File: config.mk
export PLATFORM = sky130hd
export DESIGN_NAME = median_then_smooth_position
export DESIGN_NICKNAME = d
export VERILOG_FILES = /design/src/hdl/mtsp_pkg.sv /design/src/hdl/mtsp_cell.sv /design/src/hdl/median_then_smooth_position.sv
export VERILOG_INCLUDE_DIRS = /design/src /design/src/hdl
export SDC_FILE = /design/constraint.sdc
export NUM_CORES = 1
export LEC_CHECK = 0
export ABC_AREA = 1
export BUFFER_PORTS_ARGS = -buffer_cell sky130_fd_sc_hd__buf_2
export CORE_MARGIN = 3
export CORE_UTILIZATION = 55
export CTS_CLUSTER_SIZE = 30
export DETAILED_ROUTE_END_ITERATION = 10
export PLACE_DENSITY = 0.7
export SKIP_CTS_REPAIR_TIMING = 1
export SYNTH_ARGS = -nofsm -noshare
export SYNTH_HDL_FRONTEND = slang
export SYNTH_HIERARCHICAL = 1
export SYNTH_SLANG_ARGS = --single-unit
File: constraint.sdc
create_clock -name clock -period 6.5 [get_ports clock]
set_input_delay 1.625 -clock clock [delete_from_list [all_inputs] [get_ports clock]]
set_output_delay 1.625 -clock clock [all_outputs]
set_load 0.01 [all_outputs]
File: src/hdl/median_then_smooth_position_macros.svh
// Assertion macros for the position filter.
`ifndef MEDIAN_THEN_SMOOTH_POSITION_MACROS_SVH
`define MEDIAN_THEN_SMOOTH_POSITION_MACROS_SVH
`ifndef SYNTHESIS
// Same-cycle implication, checked outside reset.
`define MTSP_ASSERT_NOW(label, clk, rst, ante, cons) \
   label: assert property (@(posedge clk) disable iff (rst) (ante) |-> (cons)) \
      else $error("assertion failed: label");
// Next-cycle implication, checked outside reset.
`define MTSP_ASSERT_NEXT(label, clk, rst, ante, cons) \
   label: assert property (@(posedge clk) disable iff (rst) (ante) |=> (cons)) \
      else $error("assertion failed: label");
`else
`define MTSP_ASSERT_NOW(label, clk, rst, ante, cons)
`define MTSP_ASSERT_NEXT(label, clk, rst, ante, cons)
`endif
`endif

File: src/hdl/mtsp_pkg.sv
`timescale 1ns / 1ps
package mtsp_pkg;

   // Ages run to WINDOW-1; WINDOW stays at or below 32.
   localparam int AGE_BITS = 5;
   localparam int POS_BITS = 16;
   localparam logic [POS_BITS-1:0] SMOOTH_RESET = 16'd6400;

   typedef struct packed {
      logic                valid;
      logic [AGE_BITS-1:0] age;
      logic [POS_BITS-1:0] value;
   } cell_type;

   // What a cell hands to its upper neighbor: its post-removal content and
   // whether that content sorts above the incoming sample.
   typedef struct packed {
      cell_type c;
      logic     gt;
   } link_type;

endpackage

File: src/hdl/mtsp_cell.sv
`timescale 1ns / 1ps
module mtsp_cell
   import mtsp_pkg::*;
#(
   parameter logic [AGE_BITS-1:0] LAST_AGE = 5'd6
) (
   input  logic                clock,
   input  logic                reset,
   input  logic                step,
   input  logic                full,
   input  logic [POS_BITS-1:0] sample,
   input  link_type            prev_link,
   input  logic                prev_del,
   input  cell_type            next_cell,
   output cell_type            held,
   output link_type            link,
   output logic                del_upto
);

   cell_type cell_ff;
   cell_type cell_in;
   cell_type comp;
   logic     del_here;

   always_comb begin
      del_here = full && cell_ff.valid && (cell_ff.age == LAST_AGE);
      del_upto = prev_del || del_here;
      // Close the gap left by the dropped oldest item.
      comp     = del_upto ? next_cell : cell_ff;
      link.c   = comp;
      link.gt  = !comp.valid || (comp.value > sample);
      if (!link.gt) begin
         cell_in     = comp;
         cell_in.age = comp.age + AGE_BITS'(1);
      end else if (prev_link.gt) begin
         cell_in     = prev_link.c;
         cell_in.age = prev_link.c.age + AGE_BITS'(1);
      end else begin
         cell_in.valid = 1'b1;
         cell_in.age   = '0;
         cell_in.value = sample;
      end
   end

   always_ff @(posedge clock) begin
      if (reset) begin
         cell_ff.valid <= 1'b0;
      end else if (step) begin
         cell_ff <= cell_in;
      end
   end

   assign held = cell_ff;

endmodule

File: src/hdl/median_then_smooth_position.sv
`timescale 1ns / 1ps
// Running median of the last WINDOW x-position samples followed by a 3/4 step
// of the smoothed position toward that median. Takes one item per cycle
// while rsp_ready stays high. The accepting edge updates the sorted cell chain
// (drop the oldest sample, insert the new one); a later edge, once the result
// register is free, picks the median cell, blends and registers the result
// and raises rsp_valid. The smoothed position starts at 400 px (Q12.4) after
// reset; req_ready drops only while a result waits on rsp and another item is
// already in the chain.
`include "median_then_smooth_position_macros.svh"
module median_then_smooth_position
   import mtsp_pkg::*;
#(
   parameter int WINDOW = 7
) (
   input  logic                clock,
   input  logic                reset,
   input  logic                req_valid,
   output logic                req_ready,
   input  logic [POS_BITS-1:0] req_sample_x,
   output logic                rsp_valid,
   input  logic                rsp_ready,
   output logic [POS_BITS-1:0] rsp_smoothed_x,
   output logic [POS_BITS-1:0] rsp_median_x
);

   localparam int CNT_W = $clog2(WINDOW + 1);
   localparam int IDX_W = (WINDOW > 1) ? $clog2(WINDOW) : 1;

   cell_type   cells [0:WINDOW];
   link_type   links [0:WINDOW];
   logic       dels  [0:WINDOW];

   logic [CNT_W-1:0]    count_ff;
   logic                pend_ff;
   logic                out_valid_ff;
   logic [POS_BITS-1:0] smooth_ff;
   logic [POS_BITS-1:0] out_smooth_ff;
   logic [POS_BITS-1:0] out_median_ff;

   logic                step;
   logic                full;
   logic                fire_b;
   logic [IDX_W-1:0]    mid;
   logic [POS_BITS-1:0] median;
   logic [POS_BITS+1:0] blend_in;

   assign full      = (count_ff == CNT_W'(WINDOW));
   assign fire_b    = pend_ff && (!out_valid_ff || rsp_ready);
   assign req_ready = !pend_ff || fire_b;
   assign step      = req_valid && req_ready;

   assign cells[WINDOW] = '0;
   assign links[0]      = '0;
   assign dels[0]       = 1'b0;

   for (genvar i = 0; i < WINDOW; i++) begin : g_cell
      mtsp_cell #(
         .LAST_AGE(AGE_BITS'(WINDOW - 1))
      ) u_cell (
         .clock    (clock),
         .reset    (reset),
         .step     (step),
         .full     (full),
         .sample   (req_sample_x),
         .prev_link(links[i]),
         .prev_del (dels[i]),
         .next_cell(cells[i+1]),
         .held     (cells[i]),
         .link     (links[i+1]),
         .del_upto (dels[i+1])
      );
   end

   // Upper median: sorted position count/2.
   always_comb begin
      mid      = IDX_W'(count_ff >> 1);
      median   = cells[mid].value;
      blend_in = ({2'b00, smooth_ff} + {2'b00, median} + {1'b0, median, 1'b0}) >> 2;
   end

   always_ff @(posedge clock) begin
      if (reset) begin
         count_ff     <= '0;
         pend_ff      <= 1'b0;
         out_valid_ff <= 1'b0;
         smooth_ff    <= SMOOTH_RESET;
      end else begin
         if (step && !full) begin
            count_ff <= count_ff + CNT_W'(1);
         end
         if (step) begin
            pend_ff <= 1'b1;
         end else if (fire_b) begin
            pend_ff <= 1'b0;
         end
         if (fire_b) begin
            out_valid_ff  <= 1'b1;
            smooth_ff     <= blend_in[POS_BITS-1:0];
            out_smooth_ff <= blend_in[POS_BITS-1:0];
            out_median_ff <= median;
         end else if (rsp_ready) begin
            out_valid_ff <= 1'b0;
         end
      end
   end

   assign rsp_valid      = out_valid_ff;
   assign rsp_smoothed_x = out_smooth_ff;
   assign rsp_median_x   = out_median_ff;

   `MTSP_ASSERT_NOW(a_count_range, clock, reset, 1'b1, count_ff <= CNT_W'(WINDOW))
   `MTSP_ASSERT_NOW(a_full_drops_one, clock, reset, step && full, dels[WINDOW] && !links[WINDOW].c.valid)
   `MTSP_ASSERT_NOW(a_low_cell_valid, clock, reset, count_ff != '0, cells[0].valid)
   `MTSP_ASSERT_NEXT(a_accept_pends, clock, reset, step, pend_ff)

endmodule

==> impl_metrics.py, run 1 <==
metrics = {
    "place": {
        "portBuffers": 53,
        "hpwl_um": 36900,
        "place.gp.congestion": 0.941,
        "dpl.cell_count": 2859,
    },
    "setup_path": {
        "setup.worst_path.end_class": "register",
        "arrival_ns": 6.10,
        "slowest_stage": "nand2_4",
        "crit_type": "register to register",
        "crit_required_ns": 6.78,
        "crit_top_cell": "nand2_1",
        "start_kind": "register",
        "path_max_fanout": 42,
        "max_stage_delay_ns": 0.38,
    },
    "global_route": {
        "grt_max_degree": 56,
        "grt_pass1_wl_um": 78800,
        "grt_usage": 0.284,
        "grt_pass1_vias": 15300,
        "grt_overflow": 0,
        "antenna_found_initial": 0,
    },
    "yosys": {
        "async_flop_share": 0,
        "synth-main-ff-cell": "edfxtp_1",
        "syn-cell-area_mm2": 0.0178,
        "yosys-top-cells-count": "nand2_1 (921), inv_1 (269), edfxtp_1 (179)",
        "synth_cells": 2403,
        "synth-seq-cells": 207,
        "synth.largest_area_cell": "edfxtp_1",
        "ys_types": 37,
        "synth-edff-count": 179,
        "yosysMostFrequentCell": "nand2_1",
        "yosysTopAreaCellShare": 0.302,
        "yosys-top-cells-area": "edfxtp_1 (30%), nand2_1 (19%), ha_1 (10%)",
        "yosysSeqAreaShare": 0.333,
        "ys_warn_count": 6,
        "post_synth.cell_area_avg_um2": 7.41,
    },
    "clock_tree": {
        "cts.path.max_buffers": 3,
        "clkTransAtPathRegs_ns": 0.06,
        "htree_levels": 1,
        "root_buffer": "clkbuf_16",
        "cts.sinks": 207,
        "clk_latency_ns": 0.53,
        "cts_tree": "yes",
        "cts_made_buffers": 26,
    },
    "routing": {
        "firstDrtPassIters": 6,
        "drt-total-wl_um": 49200,
        "vias_per_cell": 5.54,
        "drt_iter0_drc": 1499,
        "postRouteAntennaNets": 0,
        "num_vias": 16100,
        "route.detailed.drc": 0,
        "drt-wirelength-per-cell_um": 16.9,
    },
    "power_and_ir_drop": {
        "powerDensity_mw_per_mm2": 264,
        "power_leakage_nw": 9.81,
        "ir_worst_vdd_uv": 219,
    },
    "final_layout": {
        "finish.net_count": 2664,
        "syn_to_final_growth_pct": 7.99,
        "stdcell_count": 2907,
        "n_antenna_cell": 0,
        "layout-drive-gt1-share": 0.104,
    },
    "sta": {
        "finalSetupTns_ns": 0,
        "fmax_mhz": 172,
        "finalClockSkew_ns": 0.0128,
        "slew_violations": 0,
        "hold_viol": 0,
        "worst_pin_slew_ns": 1.24,
        "post-route-period-util": 0.895,
        "relSlewSlack": 0.172,
        "setup_viol": 0,
        "rsz0062_at_grt": "no",
        "period_needed_ns": 5.82,
    },
    "floorplanning": {
        "io_pins": 54,
        "core-area_mm2": 0.0317,
        "start_util": 0.561,
        "fp.dieArea_mm2": 0.0346,
        "die_w_um": 186,
        "die_h_um": 186,
        "num_rows": 65,
    },
    "hold_path": {
        "holdCritPathClass": "register to register",
    },
    "run_status": {
        "outcome": "completed",
    },
    "flow_run": {
        "max-cap-violations": 0,
    },
}
## where the power goes
group | internal, mW | total, mW | switching [mW]
registers | 1.68 | 1.78 | 0.0958
logic | 0.667 | 1.94 | 1.28
clock network | 0.788 | 1.36 | 0.575
total | 3.14 | 5.08 | 1.95
## per-layer routing
metal  global-route usage  part of all wire
met2                0.469              0.46
met1                0.388              0.44
met4               0.0822             0.028
met5                    0                 0
met3               0.0438             0.076
## cell usage in the layout (no fill, tap or decap), types with 9 or more instances in the layout
cell	count
nand2_1	921
inv_1	269
edfxtp_1	179
o21ai_0	156
ha_1	143
nor2_1	138
nand3_1	99
mux2_2	93
a21oi_1	77
conb_1	60
buf_2	53
xor2_1	29
dfxtp_1	28
clkbuf_16	27
nor3_1	26
nand4_1	24
buf_4	17
fa_1	16
o21ai_1	15
inv_2	14
o22ai_1	14
nand2_4	14
nor2_2	12
mux2_1	12
a21o_1	10
clkbuf_1	10
o21bai_1	9
## worst max-delay path: cells and delay by family (launching register included)
kind | cells | cell delay (ns)
AOI/OAI and AO/OA | 1 | 0.10
adders and majority gates | 3 | 0.73
and+or+nand+nor | 19 | 2.37
buffers and inverters | 6 | 1.68
DFF | 1 | 0.31
muxes | 1 | 0.35
## worst paths after layout
check             cells past startpoint   startpoint  slack [ns]                  endpoint
setup reg to reg                     30  count_ff[0]        0.68  g_cell[6].u_cell/held[4]
hold / removal                        2  count_ff[0]        0.49               count_ff[0]
setup / recovery                     30  count_ff[0]        0.68  g_cell[6].u_cell/held[4]
hold reg to reg                       2  count_ff[0]        0.49               count_ff[0]
## logic make-up (layout without fill, tap and decap cells)
family | after synthesis | in the layout | synth area share
fa+ha+maj | 159 | 159 | 0.118
other cells | 1 | 60 | 0.000211
mux | 105 | 105 | 0.0664
simple gates | 1248 | 1248 | 0.290
flops | 207 | 207 | 0.333
compound gates | 295 | 295 | 0.0890
xor+xnor | 29 | 29 | 0.0143
buf+inv | 359 | 402 | 0.0886
## state kept, by name (all words and copies together) (netlist names)
| register | count |
|---|---|
| g_cell.u_cell/held | 154 |
| rsp_median_x | 16 |
| rsp_smoothed_x | 16 |
| smooth_ff | 16 |
| count_ff | 3 |
| pend_ff | 1 |
| rsp_valid | 1 |
## per-stage QoR
step	instance area [um2]	power [mW]	util	hold slack (ns)	setup WS, ns
after global routing	19200	5.43	0.606	0.534	0.172
final	19200	5.08	0.606	0.491	0.684
after global placement	18400	3.66	0.581	0.473	0.845
after floorplan	18000	3.23	-	0.443	0.932
after CTS	19200	5.08	0.606	0.487	0.660
after detailed placement	18400	3.71	0.581	0.479	0.682
## layout make-up
type | instances | area (um2)
fill | 2950 | 12500
multi-input combinational | 1896 | 10500
sequential | 207 | 5940
inverter | 284 | 1070
clock buffer | 39 | 741
tap | 402 | 503
timing repair buffer | 70 | 393
clock inverter | 9 | 55.1
Note: power is estimated with default switching activity, not from simulation.
==> inputs of run 2 (changes only) <==
- CORE_MARGIN: 3 -> 2
==> run 2 against run 1 <==
Net effect:
- sequential cell count unchanged
- clock skew is 0.0010 ns higher
- design area rose by 0.29%
- core utilization increased by 0.18 points
- combinational power about the same
- wire length shrank 2.8%
- largest cell class unchanged
- largest power group unchanged
==> impl_metrics.py, run 2 (same netlist as run 1, synthesis figures left out) <==
metrics = {
    "setup_path": {
        "critical-path-top-delay-family": "simple AND/OR/NAND/NOR gates",
        "crit_type": "register to register",
        "slowest_stage": "nand2_4",
        "crit_required_ns": 6.90,
        "path_max_fanout": 43,
        "crit_buf_inv": 6,
        "arrival_ns": 6.21,
        "setup.worst_path.end_class": "register",
        "max_stage_delay_ns": 0.36,
        "start_kind": "register",
    },
    "final_layout": {
        "finish.utilization": 0.608,
        "regArea_mm2": 0.00594,
        "layout-drive-gt1-share": 0.105,
        "fill_cells": 2956,
        "multi_input_area_mm2": 0.0105,
        "largest_register_ffs": 154,
        "layout_common_cells": "nand2_1 (921), inv_1 (269), edfxtp_1 (179)",
        "n_antenna_cell": 0,
        "syn_to_final_growth_pct": 8.31,
        "final_common_cell": "nand2_1",
        "finish.net_count": 2665,
    },
    "global_route": {
        "grt_pass1_vias": 15300,
        "grt_max_degree": 56,
        "grt_overflow": 0,
        "grt_usage": 0.288,
        "antenna_found_initial": 0,
        "grt_pass1_wl_um": 77800,
    },
    "floorplanning": {
        "start_util": 0.561,
        "core-area_mm2": 0.0317,
        "num_rows": 65,
        "die_w_um": 184,
        "io_pins": 54,
        "die_h_um": 184,
        "fp.dieArea_mm2": 0.0338,
    },
    "clock_tree": {
        "clkTransAtPathRegs_ns": 0.06,
        "cts_made_buffers": 25,
        "cts.path.max_buffers": 3,
        "root_buffer": "clkbuf_16",
        "cts.sinks": 207,
        "cts_tree": "yes",
        "clk_latency_ns": 0.53,
        "htree_levels": 1,
    },
    "sta": {
        "holdWs_ns": 0.471,
        "period_needed_ns": 5.82,
        "post-route-period-util": 0.895,
        "relSlewSlack": 0.149,
        "rsz0062_at_grt": "no",
        "finalClockSkew_ns": 0.0139,
        "fmax_mhz": 172,
        "worst_pin_slew_ns": 1.27,
        "slew_violations": 0,
        "hold_viol": 0,
        "finalSetupTns_ns": 0,
        "setup_ws_ns": 0.685,
        "setup_viol": 0,
    },
    "power_and_ir_drop": {
        "powerDensity_mw_per_mm2": 267,
        "ir_worst_vdd_uv": 209,
        "power_leakage_nw": 9.84,
    },
    "hold_path": {
        "holdCritPathClass": "register to register",
    },
    "routing": {
        "drt_iter0_drc": 1311,
        "postRouteAntennaNets": 0,
        "drt-wirelength-per-cell_um": 16.5,
        "drt-total-wl_um": 47800,
        "num_vias": 16000,
        "route.detailed.drc": 0,
        "vias_per_cell": 5.50,
        "firstDrtPassIters": 8,
    },
    "place": {
        "place.gp.congestion": 0.906,
        "hpwl_um": 35700,
        "post-place-ws_ns": 0.846,
        "portBuffers": 53,
    },
    "run_status": {
        "outcome": "completed",
    },
    "flow_run": {
        "max-cap-violations": 0,
    },
}
==> run 2: cell types whose count changed in the layout (fill, tap and decap cells not counted), sizes merged <==
cell	previous run	this run
clkbuf	39	34
buf	70	72
bufinv	0	2
clkinvlp	0	1
inv	285	284
==> run 2: cell type report <==
type,instances,area share
inverters,284,0.0553
clock buffers,34,0.0380
well taps,402,0.0261
multi-input cells,1896,0.546
clock inverters,11,0.00578
repair buffers,72,0.0212
flip-flops and latches,207,0.308
==> run 2: per-stage QoR <==
| stage | total power [mW] | instance area, um2 | std cells |
|---|---|---|---|
| after floorplan | 3.23 | 18000 | 2462 |
| final | 5.15 | 19300 | 2906 |
| after global routing | 5.49 | 19300 | 2906 |
| after global placement | 3.65 | 18400 | 2861 |
| after CTS | 5.14 | 19300 | 2906 |
| after detailed placement | 3.69 | 18400 | 2861 |
==> run 2: worst register-to-register path: cells and delay by family, from the launching register on <==
family                     cells  cell delay, ns
AOI/OAI and AO/OA              2            0.38
adders and majority gates      3            0.71
buffers and inverters          6            1.68
DFF                            1            0.31
muxes                          1            0.35
and+or+nand+nor               16            2.26
==> run 2: per-layer routing <==
layer | up-vias | track usage | routed length (um)
li1 | 7951 | - | -
met1 | 7390 | 0.392 | 21400
met2 | 547 | 0.481 | 21800
met3 | 89 | 0.0372 | 3380
met4 | 0 | 0.0797 | 1250
met5 | - | 0 | 0
==> run 2: path summary, 6_finish.rpt <==
check	endpoint	startpoint	slack, ns	cells past startpoint
setup / recovery	g_cell[6].u_cell/held[18]	count_ff[0]	0.68	28
hold / removal	count_ff[0]	count_ff[0]	0.47	2
setup reg to reg	g_cell[6].u_cell/held[18]	count_ff[0]	0.68	28
hold reg to reg	count_ff[0]	count_ff[0]	0.47	2
==> run 2: report_power, final <==
part	internal (mW)	total (mW)	switching, mW
combinational	0.669	1.93	1.26
clock	0.867	1.45	0.578
sequential	1.68	1.77	0.0922
